--- src/bds_pkg.sv ---
// bds_pkg: shared constants and types for the 2x2 box downsampler.
// No dependencies; imported by every module of the block except the RAM.
package bds_pkg;

  localparam int PAGE_DIM  = 256;
  localparam int CNT_W     = $clog2(2 * PAGE_DIM);
  localparam int ADDR_W    = $clog2(PAGE_DIM);
  localparam int PIX_W     = 24;
  localparam int LANE_W    = 9;
  localparam int NUM_LANES = 3;
  localparam int SUM_W     = LANE_W * NUM_LANES;
  localparam int CHAN_W    = 8;

  localparam logic [CNT_W-1:0] LAST_POS = CNT_W'(2 * PAGE_DIM - 1);

  typedef enum logic [1:0] {
    MODE_RGB     = 2'd0,
    MODE_GREY8   = 2'd1,
    MODE_GREY16U = 2'd2,
    MODE_GREY16S = 2'd3
  } pixel_mode_e;

  // lane adder results handed to the merge stage
  typedef struct packed {
    logic [SUM_W-1:0]     sum;
    logic [NUM_LANES-1:0] carry;
    logic                 ext;    // bit 27 of the signed 28-bit sum
  } lane_sum_t;

endpackage

--- src/bds_lane.sv ---
// bds_lane: one 9-bit adder lane with carry in and out.
// Depends on bds_pkg for the lane width.
module bds_lane
  import bds_pkg::*;
(
  input  logic [LANE_W-1:0] a_i,
  input  logic [LANE_W-1:0] b_i,
  input  logic              cin_i,
  output logic [LANE_W-1:0] sum_o,
  output logic              cout_o
);

  logic [LANE_W:0] full;

  assign full   = {1'b0, a_i} + {1'b0, b_i} + {{LANE_W{1'b0}}, cin_i};
  assign sum_o  = full[LANE_W-1:0];
  assign cout_o = full[LANE_W];

endmodule

--- config.mk ---
export PLATFORM = sky130hd
export DESIGN_NAME = bds_lane
export DESIGN_NICKNAME = d
export VERILOG_FILES = /design/src/bds_pkg.sv /design/src/bds_lane.sv
export SDC_FILE = /design/constraint.sdc
export NUM_CORES = 1
export LEC_CHECK = 0
export BUFFER_PORTS_ARGS = -buffer_cell sky130_fd_sc_hd__buf_2
export CORE_AREA = 8 8 45 47
export DETAILED_ROUTE_END_ITERATION = 10
export DIE_AREA = 0 0 53 55
export PLACE_DENSITY = 0.61
export SYNTH_ARGS = -nofsm -noshare
export SYNTH_HDL_FRONTEND = slang
export SYNTH_SLANG_ARGS = --single-unit
--- constraint.sdc ---
create_clock -name vclk -period 3.46
set_input_delay 1.038 -clock vclk [all_inputs]
set_output_delay 1.038 -clock vclk [all_outputs]
set_load 0.02 [all_outputs]
==> summary.md <==
| Metric | Value |
|---|---|
| Sequential Power Share | 0 |
| Gate Count Post-Synth | 49 |
| Status | finished, violations left |
| Register area | 0 µm² |
| TNS Setup | -0.548 ns |
| Die ar. | 0.00292 mm² |
| Worst setup EP type | output pin |
| MaxCap Viol Count | 0 |
| Detailed-route via count | 472 |
| Violated checks | negative setup slack |
| WS Path Type | in2out |
| Hold Path Class | in2out |
| Rows | 14 |
| Worst path required time | 2.42 ns |
| Period utilization | 1.06 |
| Iteration-0 DRC Markers | 3 |
| Core ar. | 0.00138 mm² |
| Pwr/cell area | 248 mW/mm² |
| Hold_ws | 2.56 ns |
| Startpoint types | primary input |
| Yosys top cell area share | 0.267 |
| Placer's final routability congestion estimate | 0.689 |
| Diode count | 0 |
| # clk buffers | 0 |
| Post-synth top area cell | ha_1 |
| Lkg Pwr | 0.000375 µW |
| Unrepaired setup endpoints after global routing | yes |
| Top cells by area, synth | ha_1 (27%), xnor2_1 (12%), fa_1 (11%), inv_1 (9.0%), a21oi_1 (5.3%) |
| Vias/cell | 4.58 |
| # setup viols final | 3 |
| Synthesized net count | 78 |
| Crit path DAT | 2.62 ns |
| Detail Route Antenna Nets | 0 |
| NetSw | 88.3 µW |
| Die Y | 55 µm |
| Max VDD drop | 0.111 mV |
| Clock power share | 0 |
| Layout cells sized above 1 | 0.621 |
| Fin crit period | 3.66 ns |
| Port Buffer Count | 29 |
| Largest fanout on the critical path | 2 |
| Pint | 84.2 µW |
| Synth Area per Inst | 7.66 µm² |
| Post-placement setup slack | -0.331 ns |
| Post-Syn Area | 375 µm² |
| Final WS setup | -0.198 ns |
| Nets | 118 |
| Detailed placer's ending HPWL | 941 µm |
| Largest net degree at the start of global routing | 6 |
| Max Freq | 273 MHz |
| Initial antenna violation count | 0 |
| Pwr Total | 172 µW |
| Synth cell count leaders | inv_1 (9), ha_1 (8), xnor2_1 (5) |
| Netlist cell types | 19 |
| Final Max Tran Viols | 0 |
| # IOs | 29 |
| Final hold violations | 0 |
| Actual slew at the worst max-slew pin | 0.201 ns |
| Vias in the first global route | 464 |
| Fillers | 144 |
| Routed WL | 1130 µm |
| Per-cell routed wire length | 11.0 µm |
| Max_slew headroom | 0.866 |
| Residual DRC | 0 |
| First-pass GRT wire length | 1730 µm |
| Sw Share | 0.512 |
| Logic pwr share | 1.000 |
| Sequential cell count | 0 |
| Layout area overhead | 85.3% |
| Most common cell in the synthesized netlist | inv_1 |
| Initial Utilization | 0.271 |
| Global route overflow | 0 |
| Die X | 53 µm |
| DRT Pass-1 Iters | 4 |
| Total track usage | 0.0699 |
| Warnings from Yosys | 0 |
| Post-synthesis sequential area ratio | 0 |
==> cell families after synthesis <==
logic type | synth area share
buffers and inverters | 0.0900
adder cells (fa/ha/maj) | 0.373
AO/OA/AOI/OAI | 0.213
XOR/XNOR | 0.163
AND/OR/NAND/NOR | 0.160
==> layout make-up <==
type	instances	area, µm²	share of cell area
multi-input cells	40	392	0.563
repair buffers	38	243	0.349
well taps	16	20.0	0.0288
inverters	9	41.3	0.0594
==> cell usage in the layout, fill, tap and decap left out, types with 3 or more instances in the layout <==
cell	Yosys	final
buf_4	0	11
inv_1	9	5
buf_6	0	4
ha_1	8	7
inv_2	0	3
xnor2_1	5	3
nand2_1	3	3
buf_2	0	23
==> per-stage QoR <==
stage | area, µm² | instances | utilization
finish | 696 | 103 | 0.503
CTS | 669 | 102 | 0.484
floorplan | 410 | 49 | -
global placement | 613 | 99 | 0.443
detailed placement | 613 | 99 | 0.443
global route | 696 | 103 | 0.503
==> routing by layer <==
| metal | vias up | global-route usage | wire, µm | part of all wire |
|---|---|---|---|---|
| met2 | 17 | 0.137 | 594 | 0.52 |
| met5 | - | 0 | 0 | 0 |
| met4 | 0 | 0 | 0 | 0 |
| met1 | 213 | 0.0775 | 431 | 0.38 |
| li1 | 242 | - | - | - |
| met3 | 0 | 0.0187 | 107 | 0.094 |
==> power by group through the flow <==
stage | sequential, µW | combinational (µW) | clock [µW]
floorplan | 0 | 98.7 | 0
global placement | 0 | 148 | 0
detailed placement | 0 | 149 | 0
CTS | 0 | 167 | 0
global route | 0 | 187 | 0
finish | 0 | 172 | 0
==> final timing paths <==
kind | slack, ns | to | depth (start not counted) | start
setup / recovery | -0.20 | sum_o[8] | 10 | b_i[0]
hold / removal | 2.56 | sum_o[8] | 4 | b_i[8]
==> repair_timing <==
| item | 4_1_cts | 5_1_grt |
|---|---|---|
| pin swaps | 7 | 1 |
| endpoints found under the hold margin | 0 | 0 |
| hold buffers | 0 | 0 |
| setup buffers | 3 | 1 |
| endpoints found under the setup margin | 4 | 6 |
| gates resized for setup | 11 | 4 |
==> worst max-delay path: stages <==
cell,delay [ns]
buf_6,0.07
inv_2,0.03
fa_2,0.39
fa_2,0.35
inv_2,0.07
a21oi_4,0.05
o21ai_2,0.14
o41a_1,0.18
xor2_2,0.16
buf_6,0.13
Note: power is estimated with default switching activity, not from simulation.
