<file path="config.mk">
export PLATFORM = sky130hd
export DESIGN_NAME = bds_merge
export DESIGN_NICKNAME = d
export VERILOG_FILES = /design/src/bds_pkg.sv /design/src/bds_merge.sv
export SDC_FILE = /design/constraint.sdc
export NUM_CORES = 1
export LEC_CHECK = 0
export BUFFER_PORTS_ARGS = -buffer_cell sky130_fd_sc_hd__buf_2
export CORE_UTILIZATION = 41
export DETAILED_ROUTE_END_ITERATION = 16
export PLACE_DENSITY = 0.91
export RECOVER_POWER = 100
export SLEW_MARGIN = 20
export SYNTH_ARGS = -nofsm -noshare
export SYNTH_HDL_FRONTEND = slang
export SYNTH_SLANG_ARGS = --single-unit
</file>
<file path="constraint.sdc">
create_clock -name vclk -period 3.1
set_input_delay 0.31 -clock vclk [all_inputs]
set_output_delay 0.31 -clock vclk [all_outputs]
set_load 0.01 [all_outputs]
</file>
<file path="src/bds_pkg.sv">
// bds_pkg: shared constants and types for the 2x2 box downsampler.
// No dependencies; imported by every module of the block except the RAM.
package bds_pkg;

  localparam int PAGE_DIM  = 256;
  localparam int CNT_W     = $clog2(2 * PAGE_DIM);
  localparam int ADDR_W    = $clog2(PAGE_DIM);
  localparam int PIX_W     = 24;
  localparam int LANE_W    = 9;
  localparam int NUM_LANES = 3;
  localparam int SUM_W     = LANE_W * NUM_LANES;
  localparam int CHAN_W    = 8;

  localparam logic [CNT_W-1:0] LAST_POS = CNT_W'(2 * PAGE_DIM - 1);

  typedef enum logic [1:0] {
    MODE_RGB     = 2'd0,
    MODE_GREY8   = 2'd1,
    MODE_GREY16U = 2'd2,
    MODE_GREY16S = 2'd3
  } pixel_mode_e;

  // lane adder results handed to the merge stage
  typedef struct packed {
    logic [SUM_W-1:0]     sum;
    logic [NUM_LANES-1:0] carry;
    logic                 ext;    // bit 27 of the signed 28-bit sum
  } lane_sum_t;

endpackage

</file>
<file path="src/bds_merge.sv">
// bds_merge: combines the lane sums of a 2x2 block into the averaged word.
// Depends on bds_pkg for the mode enum and lane_sum_t.
module bds_merge
  import bds_pkg::*;
(
  input  pixel_mode_e      mode_i,
  input  lane_sum_t        lanes_i,
  output logic [PIX_W-1:0] pixel_o
);

  logic [15:0] sq;
  logic        round_up;

  // signed mode: divide by four toward zero
  assign round_up = lanes_i.ext & (|lanes_i.sum[1:0]);
  assign sq       = lanes_i.sum[17:2] + {15'd0, round_up};

  always_comb begin
    pixel_o = '0;
    unique case (mode_i)
      MODE_RGB: begin
        for (int k = 0; k < NUM_LANES; k++) begin
          pixel_o[CHAN_W*k +: CHAN_W] = {lanes_i.carry[k], lanes_i.sum[LANE_W*k+2 +: 7]};
        end
      end
      MODE_GREY8:   pixel_o = {16'd0, lanes_i.sum[9:2]};
      MODE_GREY16U: pixel_o = {8'd0, lanes_i.sum[17:2]};
      MODE_GREY16S: pixel_o = {8'd0, sq};
      default:      pixel_o = '0;
    endcase
  end

endmodule

</file>
==> impl_metrics.ini <==
[run_status]
status = complete, no violations

[final_layout]
post-route-util_pct = 63.7
mostFrequentLayoutCells = buf_2, nand2_1, clkbuf_1
nets = 176
multiInputGateArea_um2 = 534
seq_cell_count = 0
nFillCells = 139
num-clock-buffers = 0
finalNonFillerCells = 153
antenna_cells = 0
area_delta_synth_final_pct = 45.0
layout-drive-gt1-share_pct = 31.9
register_area_um2 = 0
final_common_cell = buf_2

[pwr]
vdd_drop_max_mv = 0.0576
power.density_nw_per_um2 = 118
leakage_nw = 0.344

[timing]
finalCritPeriodShare_pct = 67.5
slew_viol_final = 0
max_freq_mhz = 478
hold_viol_final = 0
setup_viol = 0
tightest_slew_ns = 0.828
tns_ns = 0
rsz0062_at_grt = false
slew_headroom_pct = 44.6
min_period_ns = 2.09

[setup_path]
crit_slowest_cell = nor4_1
path_delay_family = simple AND/OR/NAND/NOR gates
crit_type = in -> out
critPathLaunchType = input port
path_buf_inv = 3
crit_top_cell = ha_1
cp_max_fo = 3
cpPeakStageDelay_ns = 0.38
cp_cell_sequence = buf_2 -> o21a_1 -> ha_1 -> ha_1 -> inv_1 -> nor4_1 -> nand3b_1 -> o211ai_1 -> clkbuf_1
critPathArrivalTime_ns = 1.78
worst_setup_path_end_kind = primary output
cp.depth = 9
cp.required_ns = 2.79

[placement]
dp_hpwl_mm = 1.43
numPortBuffers = 55
routabilityCongestion = 0.865
dp.cells = 153

[yosys]
seq_area_frac_synth_pct = 0
yosysWarnings = 0
netlist_area_um2 = 564
synth_cell_types = 22
syn_nets = 122
netlist_instances = 86
synth.avg_cell_area_um2 = 6.56

[grt]
grt_pass1_wl_mm = 2.42
grt.overflow.total = 0
antenna_found_initial = 0
grt_usage_pct = 21.7
grt_start_max_net_pins = 17
grt_pass1_vias = 638

[clocking]
cts_hold_buffers = 0
cts-resized-gates = 0
post_cts_buffers = 0

[drt]
post_drt_wl_per_cell_um = 10.8
dr.pass1.iters = 4
avgViaCountPerCell = 5.20
drcViolationCount = 0
vias = 795
ant_nets = 0
drt-initial-drc-count = 13
drt_wl_total_mm = 1.66

[job]
drv_cap = 0

[floorplanning]
rows = 13
dieArea_um2 = 1530
fp.dieW_um = 39.1
die_h_um = 39.1
initial_utilization_pct = 43.9
core_um2 = 1280
io_pins = 57

[min_path]
holdCritPathClass = in -> out
hold_start = lanes_i[26]
whs_endpoint = pixel_o[18]
hold_path_depth = 3
-- logic make-up (layout without fill, tap and decap cells) --
family | after synthesis | count (layout) | share of synthesized area (%)
adder cells (fa/ha/maj) | 3 | 3 | 6.65
AO/OA/AOI/OAI | 9 | 9 | 8.87
multiplexers | 4 | 4 | 7.54
AND/OR/NAND/NOR | 51 | 51 | 52.5
buffers and inverters | 6 | 58 | 4.21
XOR/XNOR | 13 | 13 | 20.2
-- metal layers --
| metal | GRT usage [%] | share of wire, % |
|---|---|---|
| met1 | 25.0 | 41 |
| met2 | 45.0 | 53 |
| met3 | 0 | 6.5 |
| met4 | 0.862 | 0 |
| met5 | 0 | 0 |
-- how the worst max path moves through the flow --
stage / slack [ns] / start / to
after detailed placement: 1.04 / lanes_i[5] / pixel_o[12]
after global routing: 0.86 / lanes_i[5] / pixel_o[12]
after floorplan: 1.34 / lanes_i[5] / pixel_o[8]
after global placement: 1.09 / lanes_i[5] / pixel_o[12]
after CTS: 1.03 / lanes_i[5] / pixel_o[12]
final: 1.01 / lanes_i[5] / pixel_o[12]
-- area by class of cell --
class | count | area share (%)
tap | 15 | 2.29
inverter | 3 | 1.38
timing repair buffer | 55 | 31.0
multi-input combinational | 80 | 65.3
-- synth_stat cells, drive strengths merged --
master / number / area share [%]
ha: 3 / 6.7
nor3: 4 / 3.5
o21a: 1 / 1.3
nand2: 17 / 11
nand4: 6 / 9.3
nand3: 5 / 4.4
inv: 3 / 2.0
xnor2: 9 / 14
nand3b: 1 / 1.3
and2: 8 / 8.9
nor2: 4 / 2.7
xor2: 4 / 6.2
o21ai: 7 / 6.2
clkbuf: 2 / 1.3
mux2: 2 / 4.0
nor4: 6 / 11
buf: 1 / 0.89
mux2i: 2 / 3.5
o211ai: 1 / 1.3
-- where the power goes --
group | switching, mW | internal [mW]
Sequential | 0 | 0
Clock | 0 | 0
Combinational | 0.0551 | 0.0412
-- per-stage QoR --
step / setup WS [ns] / power [mW] / hold slack (ns) / instance area [um2]
2_1_floorplan: 1.34 / 0.0488 / 0.700 / 564
5_1_grt: 0.860 / 0.107 / 0.910 / 818
6_report: 1.01 / 0.0963 / 0.901 / 818
3_5_place_dp: 1.04 / 0.100 / 0.902 / 846
4_1_cts: 1.03 / 0.100 / 0.902 / 846
3_3_place_gp: 1.09 / 0.0969 / 0.902 / 846
(Power assumes the default switching activity.)
